### src/rtl/sda_pkg.sv
`timescale 1ns / 1ps
// sda_pkg: shared types, constants and config register codes for the
// SLIC distance assignment core. No dependencies.

package sda_pkg;

	localparam int PIXEL_COUNT_DEF = 65536;
	localparam int LABEL_BITS_DEF  = 12;

	localparam int FIFO_DEPTH = 4;
	localparam int FIFO_PTR_W = $clog2(FIFO_DEPTH);
	localparam int FIFO_CNT_W = FIFO_PTR_W + 1;

	localparam int CFG_IDX_W  = 3;
	localparam int CFG_DATA_W = 24;
	localparam int INDEX_W    = 20;
	localparam int DIST_W     = 40;
	localparam int TAG_W      = 4;
	localparam int LBL_W      = 12;

	typedef enum logic [CFG_IDX_W-1:0] {
		CFG_SPATIAL_FACTOR = 3'd0,
		CFG_THREE_D        = 3'd1,
		CFG_COLOR_MODE     = 3'd2,
		CFG_IMAGE_WIDTH    = 3'd3,
		CFG_IMAGE_HEIGHT   = 3'd4
	} cfg_reg_t;

	typedef struct packed {
		logic [23:0] spatial_factor;
		logic        three_d;
		logic        color_mode;
		logic [10:0] image_width;
		logic [10:0] image_height;
	} cfg_t;

	typedef struct packed {
		logic [9:0]  pixel_x;
		logic [9:0]  pixel_y;
		logic [9:0]  pixel_z;
		logic [23:0] pixel_color;
		logic [13:0] center_x;
		logic [13:0] center_y;
		logic [13:0] center_z;
		logic [35:0] center_color;
		logic [11:0] cell_label;
		logic [3:0]  pass_tag;
	} item_t;

	typedef struct packed {
		logic [INDEX_W-1:0] pixel_index;
		logic               won;
		logic [LBL_W-1:0]   best_label;
		logic [DIST_W-1:0]  best_distance;
	} result_t;

	// request handed from the front to the back
	typedef struct packed {
		logic               in_range;
		logic [INDEX_W-1:0] pixel_index;
		logic [DIST_W-1:0]  distance;
		logic [LBL_W-1:0]   label;
		logic [TAG_W-1:0]   tag;
	} queue_t;

	typedef struct packed {
		logic                  full;
		logic                  not_empty;
		logic [FIFO_CNT_W-1:0] count;
	} fifo_stat_t;

endpackage

### src/rtl/sda_fifo.sv
`timescale 1ns / 1ps
// sda_fifo: small register FIFO with count and status.
// Depends on sda_pkg for depth and status type.

module sda_fifo #(
	parameter type ENTRY_T = sda_pkg::queue_t
) (
	input  logic                clk,
	input  logic                arst_n,
	input  logic                push,
	input  ENTRY_T              wdata,
	input  logic                pop,
	output ENTRY_T              rdata,
	output sda_pkg::fifo_stat_t stat
);

	ENTRY_T                          entry_q [sda_pkg::FIFO_DEPTH];
	logic [sda_pkg::FIFO_PTR_W-1:0]  wr_ptr_q;
	logic [sda_pkg::FIFO_PTR_W-1:0]  rd_ptr_q;
	logic [sda_pkg::FIFO_CNT_W-1:0]  count_q;

	always_ff @(posedge clk or negedge arst_n) begin
		if (!arst_n) begin
			wr_ptr_q <= '0;
			rd_ptr_q <= '0;
			count_q  <= '0;
		end else begin
			if (push)
				wr_ptr_q <= wr_ptr_q + 1'b1;
			if (pop)
				rd_ptr_q <= rd_ptr_q + 1'b1;
			if (push && !pop)
				count_q <= count_q + 1'b1;
			else if (pop && !push)
				count_q <= count_q - 1'b1;
		end
	end

	always_ff @(posedge clk) begin
		if (push)
			entry_q[wr_ptr_q] <= wdata;
	end

	assign rdata          = entry_q[rd_ptr_q];
	assign stat.count     = count_q;
	assign stat.not_empty = (count_q != '0);
	assign stat.full      = (count_q == sda_pkg::FIFO_CNT_W'(sda_pkg::FIFO_DEPTH));

endmodule

### config.mk
export PLATFORM = sky130hd
export DESIGN_NAME = sda_fifo
export DESIGN_NICKNAME = d
export VERILOG_FILES = /design/src/rtl/sda_pkg.sv /design/src/rtl/sda_fifo.sv
export SDC_FILE = /design/constraint.sdc
export NUM_CORES = 1
export LEC_CHECK = 0
export BUFFER_PORTS_ARGS = -buffer_cell sky130_fd_sc_hd__buf_4
export CORE_ASPECT_RATIO = 0.8
export CORE_MARGIN = 5
export CORE_UTILIZATION = 40
export CTS_BUF_LIST = sky130_fd_sc_hd__clkbuf_8
export CTS_CLUSTER_DIAMETER = 50
export DETAILED_ROUTE_END_ITERATION = 12
export PLACE_DENSITY = 0.65
export SETUP_SLACK_MARGIN = 0.05
export SYNTH_ARGS = -nofsm -noshare
export SYNTH_HDL_FRONTEND = slang
export SYNTH_SLANG_ARGS = --single-unit
export TNS_END_PERCENT = 10
### constraint.sdc
create_clock -name clk -period 3.8 [get_ports clk]
set_input_delay 0.76 -clock clk [delete_from_list [all_inputs] [get_ports clk]]
set_output_delay 0.76 -clock clk [all_outputs]
set_load 0.1 [all_outputs]
==> results of run 1 <==
[state kept, by name, indices dropped and copies added, names as in the netlist]
| name | count |
|---|---|
| entry_q | 308 |
| wr_ptr_q | 2 |
| count_q | 3 |
| rd_ptr_q | 2 |
[worst max path at each step]
stage	startpoint	slack, ns	endpoint	depth (start not counted)
3_3_place_gp	rd_ptr_q[0]	0.90	rdata[17]	3
6_report	rd_ptr_q[0]	0.38	rdata[3]	3
4_1_cts	rd_ptr_q[0]	0.24	rdata[17]	3
2_1_floorplan	count_q[2]	0.75	stat[4]	1
3_5_place_dp	rd_ptr_q[0]	0.87	rdata[17]	3
5_1_grt	rd_ptr_q[0]	0.12	rdata[11]	3
[cell usage after synthesis (all sizes together)]
| library cell | instances | area, sq um |
|---|---|---|
| edfxtp | 308 | 9250 |
| mux4 | 77 | 1730 |
| buf | 14 | 116 |
| dfrtp | 7 | 175 |
| ha | 5 | 62.6 |
| and2 | 4 | 25.0 |
| clkbuf | 4 | 15.0 |
| inv | 4 | 15.0 |
| xor2 | 4 | 35.0 |
| nand2 | 2 | 7.51 |
| xnor2 | 2 | 17.5 |
| fa | 1 | 20.0 |
| mux2 | 1 | 11.3 |
| nor2 | 1 | 3.75 |
| nor3b | 1 | 7.51 |
| o21ai | 1 | 5.00 |
| or3 | 1 | 6.26 |
[layer usage]
metal  GRT usage  vias up  wire length (microns)
met5           0        -                     15
met4      0.0398        2                    402
met3      0.0489       43                   1820
met2       0.227      167                  10900
met1       0.170     2717                   8750
li1            -     2298                      -
[metrics by stage]
step,setup slack [ns],utilization,hold WS (ns)
after global placement,0.898,0.466,0.493
after global routing,0.117,0.498,0.341
final,0.382,0.498,0.397
after floorplan,0.751,-,0.464
after detailed placement,0.872,0.466,0.510
after CTS,0.244,0.498,0.341
[cell type report]
cell class	count	area (sq um)
clock buffers	49	674
multi-input cells	100	1950
well taps	370	463
fillers	2264	14200
flip-flops and latches	315	9430
clock inverters	41	231
inverters	4	15.0
repair buffers	176	1350
[layout by cell type (no fill, tap or decap), drive strengths merged]
| cell | n |
|---|---|
| or3 | 1 |
| xnor2 | 2 |
| clkinvlp | 3 |
| dlygate4sd3 | 1 |
| nor3b | 1 |
| buf | 175 |
| ha | 5 |
| and2 | 4 |
| xor2 | 4 |
| clkinv | 21 |
| edfxtp | 308 |
| clkbuf | 49 |
| fa | 1 |
| mux2 | 1 |
| nand2 | 2 |
| bufinv | 2 |
| dfrtp | 7 |
| mux4 | 77 |
| inv | 19 |
| o21ai | 1 |
| nor2 | 1 |
[kinds of logic after synthesis]
family / Yosys count / synth area share
AOI/OAI and AO/OA: 1 / 0.000435
xor gates and xnor gates: 6 / 0.00457
adders and majority gates: 6 / 0.00718
buffers and inverters: 22 / 0.0127
DFF: 315 / 0.819
muxes: 78 / 0.152
and+or+nand+nor: 9 / 0.00435
[repair_timing]
action                    4_1_cts  5_1_grt
hold buffers                    1        0
hold endpoints to repair        7        0
resized for setup               0        0
[worst max-delay path, stage by stage, from the launching register on]
cell and delay (ns):
sky130_fd_sc_hd__dfrtp_4 0.90, sky130_fd_sc_hd__buf_4 0.38, sky130_fd_sc_hd__mux4_2 0.55, sky130_fd_sc_hd__buf_4 0.25
==> summary.md, run 1 <==
| Metric | Value |
|---|---|
| Die Span X | `about 200 microns` |
| Kind of end point of the critical path | `primary output` |
| Count of state elements after synthesis | `315` |
| Clock net sink count | `around 320` |
| Final std cells w/o fill | `about 1100` |
| Detail-routed via count per cell | `~5` |
| Total cell area at the placement stage | `13200 sq um` |
| Quantity of I/O buffers inserted on ports | `162` |
| Count of synthesis-stage warnings from yosys | `0` |
| Critical path data arrival time | `about 2.7 ns` |
| Setup TNS Final | `0 ns` |
| TritonCTS clock tree | `yes` |
| Standard-cell row count | `55` |
| DR WL/cell | `20.7 microns` |
| Max Fanout on Critical Path | `35` |
| Pin count of the biggest net entering global routing | `between 40 and 50` |
| Nets | `733` |
| Global placement routability congestion | `0.706` |
| Post CTS Setup Buffer Count | `0` |
| Worst min path class | `in -> reg` |
| Clock slew seen by the registers of the worst setup and hold paths | `0.06 ns` |
| Insertion delay to the later sink of the worst-skew pair | `0.56 ns` |
| Max Fclk | `293 MHz` |
| Root buffer cell | `sky130_fd_sc_hd__clkbuf_8` |
| Total wire length after detailed routing | `21900 microns` |
| Tmin final | `3.42 ns` |
| Antenna violations before repair | `1` |
| Final clock period utilization by the worst path | `0.899` |
| Status | `finished, final reports clean` |
| Die Ht | `162 microns` |
| Post-Syn Area per Cell | `around 26 sq um` |
| Fraction of final layout cells with drive strength greater than 1 | `0.470` |
| DRT iter0 DRCs | `between 200 and 250` |
| Synth unique cells | `20` |
| Sequential cell area fraction in the yosys report | `0.819` |
| Final non-filler cell area | `14100 sq um` |
| FF-to-FF path depth | `4` |
| Crit Path Class | `reg -> out` |
| Hold Path Stages | `1` |
| # DRC | `0` |
| Count of maximum capacitance violations | `0` |
| Number of buffers created by CTS | `between 40 and 50` |
| Worst-case register-to-register setup slack | `1.75 ns` |
| Number of instances in the placed design | `between 900 and 1000` |
| Relative area change from synthesis to final layout | `22.7%` |
| Slew Limit Headroom | `0.507` |
| Count of H-tree levels built during CTS | `2` |
| Syn Std Cell Area | `11500 sq um` |
| Number of endpoints with negative hold slack in the final report | `0` |
| Die outline area | `32300 sq um` |
| Global route total overflow | `0` |
| DRT antenna net count | `0` |
| Number of detailed-routing iterations run before antenna repair | `4` |
| Reg2reg start | `wr_ptr_q[1]` |
| Hold wc startpoint | `wdata[47]` |
| Number of instances in the synthesized netlist | `437` |
| Core region area | `28400 sq um` |
| Endpoint required time on the critical path | `3.04 ns` |
| Wire length of the first global-routing pass | `33400 microns` |
| Worst Skew | `between 0.01 and 0.015 ns` |
| Number of nets produced by synthesis | `524` |
| Nature of the critical path startpoint | `flop` |
| Combined global-route utilization of all metal layers | `0.136` |
| Vias in the first global route | `5852` |
| RSZ-0062 raised after global routing | `false` |
| Number of failing setup endpoints in the final timing report | `0` |
| N_diodes | `0` |
| End of the worst register-to-register path | `entry_q[1][64]` |
| Terminating pin of the worst hold path | `entry_q[3][47]` |
| Detailed-route via count | `5227` |
| Measured slew at the worst slew-check pin | `0.740 ns` |
| Initial Util | `0.406` |
| Estimated wirelength of the detail-placed design | `13500 microns` |
| Count of final max-slew check failures | `0` |
| Boundary Pins | `between 150 and 200` |
| Number of buffers between clock root and the deepest sink | `3` |
Power of run 1 is not shown: default switching activity piles up to over one toggle a cycle in this logic, so the estimate is an artifact.
==> run 2, diff against run 1 <==
--- a/config.mk
+++ b/config.mk
@@ -13,7 +13,9 @@
 export CTS_CLUSTER_DIAMETER = 50
 export DETAILED_ROUTE_END_ITERATION = 12
 export PLACE_DENSITY = 0.65
+export RECOVER_POWER = 25
 export SETUP_SLACK_MARGIN = 0.05
+export SLEW_MARGIN = 15
 export SYNTH_ARGS = -nofsm -noshare
 export SYNTH_HDL_FRONTEND = slang
 export SYNTH_SLANG_ARGS = --single-unit
==> constraint.sdc (replaced) <==
create_clock -name clk -period 4.4 [get_ports clk]
set_input_delay 0.88 -clock clk [delete_from_list [all_inputs] [get_ports clk]]
set_output_delay 0.88 -clock clk [all_outputs]
set_load 0.1 [all_outputs]
==> run 2 against run 1 <==
First-iteration DRC count fell by 9.6%. Worst hold slack got worse by 0.19 ns. Die area did not move. Sequential cell count did not move. Critical path depth did not move. Cell count fell by 0.38%. Core utilization fell by 0.82 points. Register-to-register slack improved by 0.52 ns. Critical path type unchanged. Highest routed layer unchanged.
==> summary.md, run 2 (synthesized netlist as in run 1, its figures left out) <==
| Metric | Value |
|---|---|
| Measured slew at the worst slew-check pin | `0.982 ns (was 0.740 ns)` |
| Fraction of final layout cells with drive strength greater than 1 | `0.394 (was 0.470)` |
| Die Span X | `200 microns (unchanged)` |
| Worst setup path startpoint | `rd_ptr_q[0] (unchanged)` |
| Number of failing setup endpoints in the final timing report | `0 (unchanged)` |
| Quantity of I/O buffers inserted on ports | `162 (unchanged)` |
| Nature of the critical path startpoint | `flop (unchanged)` |
| Die outline area | `32300 sq um (unchanged)` |
| N_diodes | `0 (unchanged)` |
| RSZ-0062 raised after global routing | `false (unchanged)` |
| TritonCTS clock tree | `yes (unchanged)` |
| Max Fanout on Critical Path | `35 (unchanged)` |
| Worst path setup slack after routing | `0.842 ns (was 0.382 ns)` |
| Most frequent cells in the layout | `sky130_fd_sc_hd__edfxtp_1 (308), sky130_fd_sc_hd__buf_4 (115), sky130_fd_sc_hd__mux4_2 (77) (was sky130_fd_sc_hd__edfxtp_1 (308), sky130_fd_sc_hd__buf_4 (173), sky130_fd_sc_hd__mux4_2 (77))` |
| DR WL/cell | `20.9 microns (was 20.7 microns)` |
| Setup TNS Final | `0 ns (unchanged)` |
| Root buffer cell | `sky130_fd_sc_hd__clkbuf_8 (unchanged)` |
| DRT iter0 DRCs | `208 (was 230)` |
| Hold buffers post-CTS | `0 (was 1)` |
| Tmin final | `about 3.6 ns` |
| Count of H-tree levels built during CTS | `2 (unchanged)` |
| Crit Path Class | `reg -> out (unchanged)` |
| Count of maximum capacitance violations | `0 (unchanged)` |
| Status | `finished, final reports clean (unchanged)` |
| Clock net sink count | `315 (unchanged)` |
| Global route total overflow | `0 (unchanged)` |
| Detailed-route via count | `5216 (was 5227)` |
| Detail-routed via count per cell | `4.96 (was 4.95)` |
| Boundary Pins | `163 (unchanged)` |
| Biggest regs | `entry_q (308), count_q (3) (unchanged)` |
| Die Ht | `162 microns (unchanged)` |
| Vias in the first global route | `5830 (was 5852)` |
| Combined global-route utilization of all metal layers | `0.136 (about the same)` |
| Relative area change from synthesis to final layout | `20.7% (was 22.7%)` |
| Number of buffers between clock root and the deepest sink | `3 (unchanged)` |
| Biggest register | `entry_q (unchanged)` |
| Hold WS | `0.207 ns (was 0.397 ns)` |
| Number of endpoints with negative hold slack in the final report | `0 (unchanged)` |
| Number of buffers created by CTS | `49 (unchanged)` |
| Insertion delay to the later sink of the worst-skew pair | `0.56 ns (about the same)` |
| Endpoint required time on the critical path | `3.52 ns (was 3.04 ns)` |
| Wire length of the first global-routing pass | `33600 microns (was 33400 microns)` |
| Total cell area at the placement stage | `13200 sq um (about the same)` |
| Count of final max-slew check failures | `0 (unchanged)` |
| Estimated wirelength of the detail-placed design | `13400 microns (was 13500 microns)` |
| Reg2reg start | `wr_ptr_q[0] (was wr_ptr_q[1])` |
| Global placement routability congestion | `0.733 (was 0.706)` |
| Critical path data arrival time | `2.68 ns (was 2.66 ns)` |
| Antenna violations before repair | `2 (was 1)` |
| Placement-stage worst setup slack | `1.36 ns (was 0.872 ns)` |
| Post CTS Setup Buffer Count | `0 (unchanged)` |
| Nets | `730 (was 733)` |
| Number of detailed-routing iterations run before antenna repair | `5 (was 4)` |
| Pin count of the biggest net entering global routing | `62 (was 46)` |
| Clock slew seen by the registers of the worst setup and hold paths | `0.06 ns (about the same)` |
| Worst Skew | `0.0128 ns (was 0.0112 ns)` |
| Initial Util | `0.406 (unchanged)` |
| Total wire length after detailed routing | `22000 microns (was 21900 microns)` |
| Standard-cell row count | `55 (unchanged)` |
| Core region area | `28400 sq um (unchanged)` |
| Max Fclk | `281 MHz` |
| Number of flip-flops under the largest register name | `308 (unchanged)` |
| Commonest non-fill, non-tap cell in the layout | `sky130_fd_sc_hd__edfxtp_1 (unchanged)` |
| Count of cells resized by post-cts repair | `0 (unchanged)` |
| Final clock period utilization by the worst path | `0.809` |
| Worst min path class | `in -> async (was in -> reg)` |
| Kind of end point of the critical path | `primary output (unchanged)` |
| Slew Limit Headroom | `0.345 (was 0.507)` |
| # DRC | `0 (unchanged)` |
| Worst-case register-to-register setup slack | `2.27 ns (was 1.75 ns)` |
| DRT antenna net count | `0 (unchanged)` |
| Final non-filler cell area | `13900 sq um (was 14100 sq um)` |
run 2: stage by stage:
step,util,std cells
floorplan,-,437
global placement,0.465,962
detailed placement,0.465,962
CTS,0.497,1051
global route,0.490,1051
finish,0.490,1051
run 2: per-layer routing:
metal  track usage  share of wire  routed length (microns)
met5             0         0.0015                       33
met4        0.0386          0.016                      361
met3        0.0429          0.080                     1760
met2         0.220           0.49                    10800
met1         0.179           0.41                     9060
run 2: final timing paths:
path | to | cells after the start
min in group clk | rd_ptr_q[0] | 2
worst min register to register | count_q[2] | 1
worst min-delay path | count_q[0] | 1
worst max-delay path | rdata[19] | 3
max in group asynchronous | rd_ptr_q[1] | 1
worst max register to register | entry_q[0][8] | 4
run 2: final cells by class:
cell class                      count  area [sq um]
Fill cell                        2323         14500
Multi-Input combinational cell    100          1950
Inverter                            4          15.0
Tap cell                          370           463
Sequential cell                   315          9430
Timing Repair Buffer              173          1130
Clock inverter                     38           196
Clock buffer                       51           702
run 2: worst max-delay path: stages (launching register included):
cell and delay (ns):
sky130_fd_sc_hd__dfrtp_4 0.94, sky130_fd_sc_hd__buf_12 0.32, sky130_fd_sc_hd__mux4_2 0.57, sky130_fd_sc_hd__buf_4 0.26
Power of run 2 is left out for the same reason.
